### src/design/tdma_pkg.sv
`default_nettype none

package tdma_pkg;

  // Ring depth default and fixed field widths.
  localparam int WINDOW_DEF    = 8;
  localparam int SAMPLE_W      = 16;
  localparam int RANGE_W       = 2;
  localparam int DB_W          = 14;
  localparam int DIR_W         = 2;

  // Reset values of the configuration registers.
  localparam logic [RANGE_W-1:0] RANGE_RESET = 2'd1;
  localparam logic [DB_W-1:0]    DB_RESET    = 14'd80;

  // Counts per g are 1 << (LSB_SHIFT_MAX - range_select).
  localparam int LSB_SHIFT_MAX = 14;
  localparam int SHIFT_W       = 4;

  // Milli-g scale applied to the sums.
  localparam int SCALE_MG      = 1000;
  localparam int SCALE_W       = 10;

  // Quotient bits resolved per divider cycle.
  localparam int DIV_STEP_BITS = 4;

  // Direction codes.
  localparam logic [DIR_W-1:0] DIR_NONE = 2'd0;
  localparam logic [DIR_W-1:0] DIR_POS  = 2'd1;
  localparam logic [DIR_W-1:0] DIR_NEG  = 2'd2;

  // Register indexes, taken from paddr[2].
  localparam logic REG_RANGE    = 1'b0;
  localparam logic REG_DEADBAND = 1'b1;

  typedef enum logic [2:0] {
    ST_IDLE,
    ST_READ,
    ST_MUL,
    ST_DIV,
    ST_DONE
  } tdma_state_t;

endpackage

`default_nettype wire

### src/design/tdma_div_lane.sv
`default_nettype none

// Signed sum divided by the fill count, truncated toward zero.
// Restoring division on the magnitude, STEP_BITS quotient bits per cycle while run is high.
module tdma_div_lane #(
  parameter int SUM_W     = tdma_pkg::SAMPLE_W + $clog2(tdma_pkg::WINDOW_DEF),
  parameter int N_W       = $clog2(tdma_pkg::WINDOW_DEF + 1),
  parameter int STEP_BITS = tdma_pkg::DIV_STEP_BITS
) (
  input  wire                                  clk,
  input  wire                                  start,
  input  wire                                  run,
  input  wire  logic signed [SUM_W-1:0]        sum,
  input  wire  logic [N_W-1:0]                 divisor,
  output logic signed [tdma_pkg::SAMPLE_W-1:0] mean
);

  localparam int DW = ((SUM_W + STEP_BITS - 1) / STEP_BITS) * STEP_BITS;

  logic [DW-1:0]    quo_r, quo_nxt;
  logic [N_W:0]     rem_r, rem_nxt;
  logic             neg_r;
  logic [SUM_W-1:0] mag;
  logic [tdma_pkg::SAMPLE_W-1:0] qlo;

  assign mag = sum[SUM_W-1] ? SUM_W'(~sum + SUM_W'(1)) : SUM_W'(sum);

  always_comb begin
    logic [DW-1:0] q;
    logic [N_W:0]  r;
    q = quo_r;
    r = rem_r;
    for (int k = 0; k < STEP_BITS; k++) begin
      r = {r[N_W-1:0], q[DW-1]};
      q = {q[DW-2:0], 1'b0};
      if (r >= {1'b0, divisor}) begin
        r    = r - {1'b0, divisor};
        q[0] = 1'b1;
      end
    end
    quo_nxt = q;
    rem_nxt = r;
  end

  always_ff @(posedge clk) begin
    if (start) begin
      quo_r <= DW'(mag);
      rem_r <= '0;
      neg_r <= sum[SUM_W-1];
    end else if (run) begin
      quo_r <= quo_nxt;
      rem_r <= rem_nxt;
    end
  end

  assign qlo  = quo_r[tdma_pkg::SAMPLE_W-1:0];
  assign mean = neg_r ? $signed(tdma_pkg::SAMPLE_W'(~qlo + tdma_pkg::SAMPLE_W'(1)))
                      : $signed(qlo);

endmodule

`default_nettype wire

### src/design/tilt_direction_moving_average_core.sv
`default_nettype none

// Channel   | Direction | Handshake          | Payload
// ----------+-----------+--------------------+-----------------------------------------
// in_       | slave     | tvalid / tready    | raw_x, raw_y, raw_z samples
// out_      | master    | tvalid / tready    | means and tilt direction codes
// cfg_      | APB slave | psel/penable/pready| range_select, deadband_mg
//
// A request passes from idle through the read, multiply, divide and done states to the
// result register, and the next request is taken only once the block is back in idle,
// so requests do not overlap; the divider loop, four quotient bits a cycle, takes most
// of that time and is stepped by one counter for all three lanes.
// Reset (rst_n low, synchronous) clears the ring pointer, fill count, running sums,
// output valid and the registers to their defaults; the ring memory itself is not
// cleared, since entries are only read after they are written.
// A new request is taken while a finished result waits in the output register;
// the block holds in its last state until that register is free.
module tilt_direction_moving_average_core #(
  parameter int WINDOW = tdma_pkg::WINDOW_DEF
) (
  input  wire         clk,
  input  wire         rst_n,

  input  wire         in_tvalid,
  output logic        in_tready,
  // [15:0] raw_x, [31:16] raw_y, [47:32] raw_z
  input  wire  [47:0] in_tdata,

  output logic        out_tvalid,
  input  wire         out_tready,
  // [15:0] mean_x, [31:16] mean_y, [47:32] mean_z, [49:48] vertical_dir,
  // [51:50] horizontal_dir, [55:52] zero
  output logic [55:0] out_tdata,

  input  wire         cfg_psel,
  input  wire         cfg_penable,
  input  wire         cfg_pwrite,
  input  wire  [2:0]  cfg_paddr,
  input  wire  [31:0] cfg_pwdata,
  output logic [31:0] cfg_prdata,
  output logic        cfg_pready
);

  localparam int SW    = tdma_pkg::SAMPLE_W;
  // Width of the running sums: WINDOW samples of 16 bits.
  localparam int SUM_W = SW + $clog2(WINDOW);
  // Fill count holds 0..WINDOW.
  localparam int N_W   = $clog2(WINDOW + 1);
  // Ring address.
  localparam int AW    = $clog2(WINDOW);
  localparam int DW    = ((SUM_W + tdma_pkg::DIV_STEP_BITS - 1) / tdma_pkg::DIV_STEP_BITS)
                         * tdma_pkg::DIV_STEP_BITS;
  localparam int STEPS = DW / tdma_pkg::DIV_STEP_BITS;
  localparam int CNT_W = $clog2(STEPS + 1);
  // Scaled sum S*1000 and the limit deadband*L*n.
  localparam int SCW   = SUM_W + tdma_pkg::SCALE_W + 1;
  localparam int LBW   = tdma_pkg::DB_W + N_W;
  localparam int LW    = LBW + tdma_pkg::LSB_SHIFT_MAX;
  localparam int CW    = ((SCW > LW) ? SCW : LW) + 1;
  localparam int MW    = 3 * SW;

  // Configuration registers.
  logic [tdma_pkg::RANGE_W-1:0] range_r;
  logic [tdma_pkg::DB_W-1:0]    db_r;
  logic                         cfg_wr;

  assign cfg_pready = 1'b1;
  assign cfg_wr     = cfg_psel & cfg_penable & cfg_pwrite & cfg_pready;

  always_ff @(posedge clk) begin
    if (!rst_n) begin
      range_r <= tdma_pkg::RANGE_RESET;
      db_r    <= tdma_pkg::DB_RESET;
    end else if (cfg_wr) begin
      case (cfg_paddr[2])
        tdma_pkg::REG_RANGE:    range_r <= cfg_pwdata[tdma_pkg::RANGE_W-1:0];
        tdma_pkg::REG_DEADBAND: db_r    <= cfg_pwdata[tdma_pkg::DB_W-1:0];
        default: ;
      endcase
    end
  end

  always_comb begin
    case (cfg_paddr[2])
      tdma_pkg::REG_RANGE:    cfg_prdata = 32'(range_r);
      tdma_pkg::REG_DEADBAND: cfg_prdata = 32'(db_r);
      default:                cfg_prdata = '0;
    endcase
  end

  // Sequencer.
  tdma_pkg::tdma_state_t state_r, state_nxt;
  logic             in_acc;
  logic             mem_we;
  logic             lane_start;
  logic             lane_run;
  logic             out_load;
  logic [CNT_W-1:0] cnt_r, cnt_nxt;

  assign in_acc = in_tvalid & in_tready;

  always_comb begin
    state_nxt = state_r;
    case (state_r)
      tdma_pkg::ST_IDLE: if (in_acc) state_nxt = tdma_pkg::ST_READ;
      tdma_pkg::ST_READ: state_nxt = tdma_pkg::ST_MUL;
      tdma_pkg::ST_MUL:  state_nxt = tdma_pkg::ST_DIV;
      tdma_pkg::ST_DIV:  if (cnt_r == CNT_W'(1)) state_nxt = tdma_pkg::ST_DONE;
      tdma_pkg::ST_DONE: if (!out_tvalid || out_tready) state_nxt = tdma_pkg::ST_IDLE;
      default:           state_nxt = tdma_pkg::ST_IDLE;
    endcase
  end

  always_comb begin
    in_tready  = 1'b0;
    mem_we     = 1'b0;
    lane_start = 1'b0;
    lane_run   = 1'b0;
    out_load   = 1'b0;
    cnt_nxt    = cnt_r;
    case (state_r)
      tdma_pkg::ST_IDLE: in_tready = 1'b1;
      tdma_pkg::ST_READ: mem_we = 1'b1;
      tdma_pkg::ST_MUL: begin
        lane_start = 1'b1;
        cnt_nxt    = CNT_W'(STEPS);
      end
      tdma_pkg::ST_DIV: begin
        lane_run = 1'b1;
        cnt_nxt  = cnt_r - CNT_W'(1);
      end
      tdma_pkg::ST_DONE: out_load = !out_tvalid || out_tready;
      default: ;
    endcase
  end

  always_ff @(posedge clk) begin
    if (!rst_n) begin
      state_r <= tdma_pkg::ST_IDLE;
      cnt_r   <= '0;
    end else begin
      state_r <= state_nxt;
      cnt_r   <= cnt_nxt;
    end
  end

  // Ring memory: one entry holds x, y and z of one sample. The entry at the write
  // slot is read when a request is accepted and overwritten in the following cycle, so
  // the evicted sample can be taken out of the running sums.
  logic [MW-1:0] ring_mem [WINDOW];
  logic [MW-1:0] rd_data_r;
  logic [MW-1:0] smp_r;
  logic [AW-1:0] slot_r, slot_nxt;
  logic [N_W-1:0] fill_r, fill_nxt;
  logic           full;

  always_ff @(posedge clk) begin
    if (in_acc) begin
      rd_data_r <= ring_mem[slot_r];
      smp_r     <= in_tdata;
    end
    if (mem_we) begin
      ring_mem[slot_r] <= smp_r;
    end
  end

  assign full = (fill_r == N_W'(WINDOW));

  // Running sums: add the new sample, drop the evicted one once the ring is full.
  logic signed [SUM_W-1:0] sum_x_r, sum_y_r, sum_z_r;
  logic signed [SUM_W-1:0] sum_x_nxt, sum_y_nxt, sum_z_nxt;
  logic signed [SW-1:0]    old_x, old_y, old_z;

  always_comb begin
    old_x     = full ? $signed(rd_data_r[SW-1:0])      : '0;
    old_y     = full ? $signed(rd_data_r[2*SW-1:SW])   : '0;
    old_z     = full ? $signed(rd_data_r[3*SW-1:2*SW]) : '0;
    sum_x_nxt = sum_x_r + SUM_W'($signed(smp_r[SW-1:0]))      - SUM_W'(old_x);
    sum_y_nxt = sum_y_r + SUM_W'($signed(smp_r[2*SW-1:SW]))   - SUM_W'(old_y);
    sum_z_nxt = sum_z_r + SUM_W'($signed(smp_r[3*SW-1:2*SW])) - SUM_W'(old_z);
    slot_nxt  = (slot_r == AW'(WINDOW - 1)) ? '0 : slot_r + AW'(1);
    fill_nxt  = full ? fill_r : fill_r + N_W'(1);
  end

  always_ff @(posedge clk) begin
    if (!rst_n) begin
      sum_x_r <= '0;
      sum_y_r <= '0;
      sum_z_r <= '0;
      slot_r  <= '0;
      fill_r  <= '0;
    end else if (mem_we) begin
      sum_x_r <= sum_x_nxt;
      sum_y_r <= sum_y_nxt;
      sum_z_r <= sum_z_nxt;
      slot_r  <= slot_nxt;
      fill_r  <= fill_nxt;
    end
  end

  // Deadband products, registered in the multiply state.
  logic signed [SCW-1:0] scl_x_r, scl_y_r;
  logic [LBW-1:0]        lim_base_r;

  always_ff @(posedge clk) begin
    if (lane_start) begin
      scl_x_r    <= SCW'(sum_x_r) * SCW'(tdma_pkg::SCALE_MG);
      scl_y_r    <= SCW'(sum_y_r) * SCW'(tdma_pkg::SCALE_MG);
      lim_base_r <= LBW'(db_r) * LBW'(fill_r);
    end
  end

  // The limit is deadband*n times the counts per g, a power of two.
  logic [LW-1:0]         lim;
  logic signed [CW-1:0]  lim_s, cmp_x, cmp_y;
  logic [tdma_pkg::DIR_W-1:0] vdir, hdir;

  always_comb begin
    lim   = LW'(lim_base_r) << (tdma_pkg::SHIFT_W'(tdma_pkg::LSB_SHIFT_MAX)
                                - tdma_pkg::SHIFT_W'(range_r));
    lim_s = $signed(CW'(lim));
    cmp_x = CW'(scl_x_r);
    cmp_y = CW'(scl_y_r);
    if (cmp_y > lim_s)       vdir = tdma_pkg::DIR_POS;
    else if (cmp_y < -lim_s) vdir = tdma_pkg::DIR_NEG;
    else                     vdir = tdma_pkg::DIR_NONE;
    if (cmp_x > lim_s)       hdir = tdma_pkg::DIR_POS;
    else if (cmp_x < -lim_s) hdir = tdma_pkg::DIR_NEG;
    else                     hdir = tdma_pkg::DIR_NONE;
  end

  // Three divider lanes share one step counter.
  logic signed [SW-1:0] mean_x, mean_y, mean_z;

  tdma_div_lane #(.SUM_W(SUM_W), .N_W(N_W), .STEP_BITS(tdma_pkg::DIV_STEP_BITS)) u_div_x (
    .clk(clk), .start(lane_start), .run(lane_run),
    .sum(sum_x_r), .divisor(fill_r), .mean(mean_x)
  );

  tdma_div_lane #(.SUM_W(SUM_W), .N_W(N_W), .STEP_BITS(tdma_pkg::DIV_STEP_BITS)) u_div_y (
    .clk(clk), .start(lane_start), .run(lane_run),
    .sum(sum_y_r), .divisor(fill_r), .mean(mean_y)
  );

  tdma_div_lane #(.SUM_W(SUM_W), .N_W(N_W), .STEP_BITS(tdma_pkg::DIV_STEP_BITS)) u_div_z (
    .clk(clk), .start(lane_start), .run(lane_run),
    .sum(sum_z_r), .divisor(fill_r), .mean(mean_z)
  );

  // Output register, which decouples the result from the next request.
  logic        out_valid_r, out_valid_nxt;
  logic [55:0] out_data_r;

  assign out_valid_nxt = out_load ? 1'b1 : (out_tready ? 1'b0 : out_valid_r);

  always_ff @(posedge clk) begin
    if (!rst_n) begin
      out_valid_r <= 1'b0;
    end else begin
      out_valid_r <= out_valid_nxt;
    end
  end

  always_ff @(posedge clk) begin
    if (out_load) begin
      out_data_r <= {4'b0000, hdir, vdir, mean_z, mean_y, mean_x};
    end
  end

  assign out_tvalid = out_valid_r;
  assign out_tdata  = out_data_r;

endmodule

`default_nettype wire

### config.mk
export PLATFORM = sky130hd
export DESIGN_NAME = tilt_direction_moving_average_core
export DESIGN_NICKNAME = d
export VERILOG_FILES = /design/src/design/tdma_pkg.sv /design/src/design/tdma_div_lane.sv /design/src/design/tilt_direction_moving_average_core.sv
export SDC_FILE = /design/constraint.sdc
export NUM_CORES = 2
export LEC_CHECK = 0
export ABC_CLOCK_PERIOD_IN_PS = 8300
export BUFFER_PORTS_ARGS = -buffer_cell sky130_fd_sc_hd__clkbuf_2
export CAP_MARGIN = 30
export CORE_MARGIN = 1.5
export CORE_UTILIZATION = 55
export CTS_CLUSTER_DIAMETER = 50
export DETAILED_ROUTE_END_ITERATION = 10
export PLACE_DENSITY = 0.79
export RECOVER_POWER = 25
export SLEW_MARGIN = 20
export SYNTH_ARGS = -nofsm -noshare
export SYNTH_HDL_FRONTEND = slang
export SYNTH_HIERARCHICAL = 1
export SYNTH_SLANG_ARGS = --single-unit
### constraint.sdc
create_clock -name clk -period 8.3 [get_ports clk]
set_input_delay 0.83 -clock clk [delete_from_list [all_inputs] [get_ports clk]]
set_output_delay 0.83 -clock clk [all_outputs]
set_load 0.05 [all_outputs]
### Yosys cells after proc, flatten, opt, wreduce, memory -nomap -nowiden

Memory sizes are Yosys's and may differ from the RTL's. A register that Yosys moved wholly into a read port is not among the register bits.
Cells that the tools add are included.

* register bits: 334
* bits in writable memories: 384
* input bits: 90
* memories kept: 1

* add/subtract/negate cells: 29
* multipliers: 3
* $lt $le $gt $ge: 16
* equality and inequality tests: 10
* shift operators: 1
* mux-type cells: 57
* bitwise gates (word level): 11
* reductions and logical operators: 10

Memories
* ring_mem: depth 8, width 48, read ports 1, clocked after Yosys merged registers in 1, wr ports 1, line tilt_direction_moving_average_core.sv:150 `logic [MW-1:0] ring_mem [WINDOW];`

Operators by type and width (count)
* 19-bit two-way mux: 9
* 16-bit two-way mux: 6
* 30-bit by 33-bit greater-than comparator with 1-bit output: 2
* 30-bit by 33-bit < comparator with 1-bit output: 2
* 32-bit one-hot mux with 2 select lines: 1
* 5-bit by 4-bit greater-or-equal comparator with 1-bit output: 12
* 19-bit by 16-bit adder with 19-bit output: 3
* 19-bit by 2-bit adder with 19-bit output, second input constant: 3
* 19-bit inverter: 3
* 19-bit by 16-bit subtractor with 19-bit output: 3
* 19-bit by 8-bit multiplier with 27-bit output, second input constant: 2
* 16-bit by 1-bit adder with 16-bit output, second input constant: 3
* 4-bit two-way mux: 12
* 16-bit inverter: 3
* 4-bit subtractor: 12
* 32-bit negation with 33-bit output: 1
* 18-bit by 4-bit << shifter with 32-bit output: 1
* 1-bit two-way mux: 21
* 14-bit by 4-bit multiplier with 18-bit output: 1
* 3-bit one-hot mux with 5 select lines: 1
* 3-bit two-way mux: 4
* 3-bit by 1-bit equality test with 1-bit output, second input constant: 2
* 3-bit by 2-bit equality test with 1-bit output, second input constant: 2
* 3-bit equality test, second input constant: 2
* 16 further kinds: 26

### Depth between registers and ports, before layout

* depth after elaboration: 10
* gate-level depth with buffers: 28
* depth with buffers taken out: 28

### Modules after synthesis

Netlist, hierarchy kept.

Modules (own cells, without submodules)
* tilt_direction_moving_average_core: times used 1, cells each 3549, area an instance 41219.5 µm²
* tdma_div_lane: times used 3, cells each 280, area an instance 2544.9 µm²

### Least setup slack after synthesis

OpenSTA, ideal clock, no wires.

* path type: flip-flop to flip-flop
* start: reg fill_r[1]
* end: reg u_div_x.rem_r[3]
* arrival time: 6.176 ns
* data required time: 8.165 ns
* slack: 1.988 ns
* stages on the path, launching flop included: 28
* period minus slack after synthesis: 6.312 ns
* cells stage by stage: dfxtp_1 inv_1 ha_1 inv_1 o211ai_1 nand2_1 mux2_2 inv_1 ha_1 a211oi_1 o21bai_1 a31oi_4 mux2_2 inv_1 ha_1 a211o_1 a21oi_1 o21ai_1 mux2i_4 mux2i_1 ha_1 a21o_1 a21o_1 a21oi_1 o2111ai_1 mux2i_4 mux2i_1 a211oi_2

* cells in the longest elaborated chain, start to end: 8
* elaborated cells on any way between the ends: 12
* those cells by class: 4 x add/sub; 4 x order compare; 4 x mux

RTL lines
* from (decl): line tilt_direction_moving_average_core.sv:154 `logic [N_W-1:0] fill_r, fill_nxt;`
* from (signal assigned): line tilt_direction_moving_average_core.sv:197 `fill_r <= fill_nxt;`
* 4-bit subtractor or 5-bit by 4-bit greater-or-equal comparator with 1-bit output (tied branches): line tdma_div_lane.sv:37, tdma_div_lane.sv:36
* 4-bit two-way mux: line tdma_div_lane.sv:36 `if (r >= {1'b0, divisor}) begin`
* 4-bit subtractor or 5-bit by 4-bit greater-or-equal comparator with 1-bit output (tied branches): line tdma_div_lane.sv:37, tdma_div_lane.sv:36
* 4-bit two-way mux: line tdma_div_lane.sv:36
* 5-bit by 4-bit greater-or-equal comparator with 1-bit output or 4-bit subtractor (tied branches): line tdma_div_lane.sv:36, tdma_div_lane.sv:37
* 4-bit two-way mux: line tdma_div_lane.sv:36
* 4-bit subtractor or 5-bit by 4-bit greater-or-equal comparator with 1-bit output (tied branches): line tdma_div_lane.sv:37, tdma_div_lane.sv:36
* 4-bit two-way mux (*): line tdma_div_lane.sv:36
* to (signal assigned): line tdma_div_lane.sv:52 `rem_r <= rem_nxt;`
* to (decl): line tdma_div_lane.sv:21 `logic [N_W:0] rem_r, rem_nxt;`

Every way passes the cells marked *; elsewhere a longest branch is shown, timed or not.
A chain may end at the register's enable or synchronous reset.

### Worst setup path after layout

* start: reg fill_r[3]
* end: reg u_div_y.rem_r[0]

* cells in the longest elaborated chain, start to end: 8
* elaborated cells on any way between the ends: 11
* those cells by class: 3 x add/sub; 4 x order compare; 4 x mux

RTL lines (line)
* 4-bit subtractor or 5-bit by 4-bit greater-or-equal comparator with 1-bit output (tied branches): tdma_div_lane.sv:37, tdma_div_lane.sv:36
* 4-bit two-way mux: tdma_div_lane.sv:36
* 5-bit by 4-bit greater-or-equal comparator with 1-bit output or 4-bit subtractor (tied branches): tdma_div_lane.sv:36, tdma_div_lane.sv:37
* 4-bit two-way mux: tdma_div_lane.sv:36
* 4-bit subtractor or 5-bit by 4-bit greater-or-equal comparator with 1-bit output (tied branches): tdma_div_lane.sv:37, tdma_div_lane.sv:36
* 4-bit two-way mux: tdma_div_lane.sv:36
* 5-bit by 4-bit greater-or-equal comparator with 1-bit output (*): tdma_div_lane.sv:36
* 4-bit two-way mux (*): tdma_div_lane.sv:36
* to (signal assigned): tdma_div_lane.sv:52
* to (decl): tdma_div_lane.sv:21

Marked as above.

==> summary.txt <==
Status = completed
Maximum vdd ir drop = 0.346 mV
Max-Cap Viols = 0
Nets = 5219
Leakage = 0.0222 uW
Peak per-stage delay on the critical path = 850 ps
Most frequent cell after synthesis = inv_1
Hold_ws = 305 ps
Synthesis-to-finish area growth = 10.0%
Non-filler cells in the finished layout = 5758
Power Dens Cells = 374 nW/um^2
Met2 GRT Util = 41.4%
Crit path buffers/inverters = 3
Drt first pass iters = 5
Final instance area = 53800 um^2
Flop pwr share = 27.4%
RePlAce Congestion = 0.925
Post-DRT Antenna Nets = 0
Later-pin clock latency in the skew report = 700 ps
RSZ-0062 raised after global routing = no
DRC Markers = 0
Worst Path Required = 8850 ps
Core Box Area = 88200 um^2
Post-CTS Resized = 0
CTS clk-pin slew, worst paths = 60 ps
CTS Buf Count = 93
Setup violators final = 0
# rows = 109
Postcts setup bufs = 0
Ant diodes = 0
Most Crowded Layer GR = met2
NetSw = 8350 uW
Clock root cell = clkbuf_16
Met1 Usage GRT = 32.7%
Logic pwr share = 52.6%
Die X-Extent = 301 um
Worst Skew = 51.7 ps
Htree depth = 3
Startpoint Class = flop
Cell area after synthesis = 48900 um^2
Worst Tran Pin Value = 904 ps
Routed via count = 33300
Pint = 11800 uW
Ys flop type = edfxtp_1
Hold Vio Cnt, Final = 0
Top post-synthesis cells by count = inv_1, edfxtp_1, ha_1
WL final = 111 mm
CP most frequent cell = ha_1
Top cell type's share of synthesized area = 40.8%
Initial antenna violation count = 0
Hold Buf Count CTS = 0
Total gr overflow = 0
Slew Limit Fails = 0
CTS tree = yes
Post-synth EDFFs = 664
Mapped Avg Cell Area = 11.1 um^2
Tightest Hold Check Type = primary input to flop
Min setup slack post-route = 884 ps
Unique masters post-synth = 109
First-pass GRT wire length = 176 mm
Placed cells = 5585
Final period util = 89.4%
Crit path max-delay family = compound AO/OA/AOI/OAI gates
Peak fanout along the critical path = 19
Sequential fraction of the synthesis area = 45.0%
Syn Inst Count = 4389
Die Y = 301 um
GR Util met3 = 3.47%
Synth area leaders = edfxtp_1, ha_1, fa_1, inv_1, dfxtp_1
Seq cells post-synth = 766
Crit path DAT = 7970 ps
Number of I/O port buffers = 137
Syn. warnings = 6
1st-iter DRT viols = 3003
Final HPWL DP = 76.8 mm
WS Path Type = flop to flop
F_max = 135 MHz
Max-slew headroom = 39.7%
Clk buf depth = 3
Setup TNS = 0 ps
Switching Share = 41.5%
Top cell type by total area after synthesis = edfxtp_1
Initial Util = 55.4%
FFs w/ async S/R, synth = 0%
Pre-CTS WS = 977 ps
IO Pins = 181
Endpoint class of the critical path = flop
Minimum clock period = 7420 ps
Die area = 90600 um^2
Clock Sinks = 766
Avg WL per Cell = 19.3 um
Clock power frac = 20.0%
Largest net degree at the start of global routing = 86
Placement Cell Area = 50600 um^2
CP max stage cell = dfxtp_1
Layout cells sized above 1 = 9.23%
Vias in the first global route = 32800
GRT Resource Usage Total = 24.5%
Vias per cell = 5.78
## per-layer routing
layer,share of wire [%],up-vias,wire length (um)
met3,6.1,181,6720
met5,0,-,0
met1,43,16200,47500
met2,48,1125,53800
met4,2.6,0,2940
li1,-,15700,-
## state kept, by name (all words and copies together) (netlist names), 27 cells and up
signal / flops
ring_mem: 384
out_tdata: 52
smp_r: 48
scl_y_r: 27
scl_x_r: 27
rd_data_r: 48
## power groups by stage
stage               logic [uW]  clock network, uW  registers (uW)
floorplan                 8440                  0            5360
global placement         10100                  0            5560
detailed placement       10500                  0            5580
CTS                      10600               4080            5510
global route             12000               4230            5560
finish                   10600               4020            5510
## worst paths after layout
kind	start	endpoint	slack (ps)	cells past startpoint
worst max register to register	fill_r[3]$_SDFFE_PN0P_	u_div_y/rem_r[0]$_SDFFE_PP0P_	880	27
worst max-delay path	fill_r[3]$_SDFFE_PN0P_	u_div_y/rem_r[0]$_SDFFE_PP0P_	880	27
worst min-delay path	in_tdata[41]	smp_r[41]$_DFFE_PP_	300	1
worst min register to register	cnt_r[1]$_SDFFE_PN0N_	cnt_r[1]$_SDFFE_PN0N_	450	2
## metrics by stage
stage / total power (uW) / utilization, %
2_1_floorplan: 13800 / -
3_3_place_gp: 15700 / 57.4
3_5_place_dp: 16100 / 57.4
4_1_cts: 20200 / 60.9
5_1_grt: 21800 / 60.9
6_report: 20100 / 60.9
## cell usage in the layout (no fill, tap or decap), types with 82 or more instances in the layout
cell	Yosys	routed
a21oi_1	207	207
a22oi_1	193	193
and2_1	90	82
clkbuf_16	0	94
clkbuf_2	0	132
dfxtp_1	102	102
edfxtp_1	664	664
fa_1	230	230
ha_1	383	383
inv_1	677	676
nand2_1	279	279
nor2_1	168	166
o21ai_0	149	149
xnor2_1	132	132
xor2_1	89	89
## logic make-up after synthesis
logic type / synth area share, %
flip-flops: 45.0
adder cells (fa/ha/maj): 19.2
other: 0.0154
AO/OA/AOI/OAI: 12.7
buffers and inverters: 6.69
multiplexers: 2.84
XOR/XNOR: 3.96
AND/OR/NAND/NOR: 9.57
## final cells by class
type	count	area [um^2]
inverter	678	2540
sequential	766	22000
timing repair buffer	164	895
multi-input combinational	2813	23800
clock buffer	109	2440
fill	6769	34500
tap	1165	1460
clock inverter	63	687
Note: power is estimated with default switching activity, not from simulation.
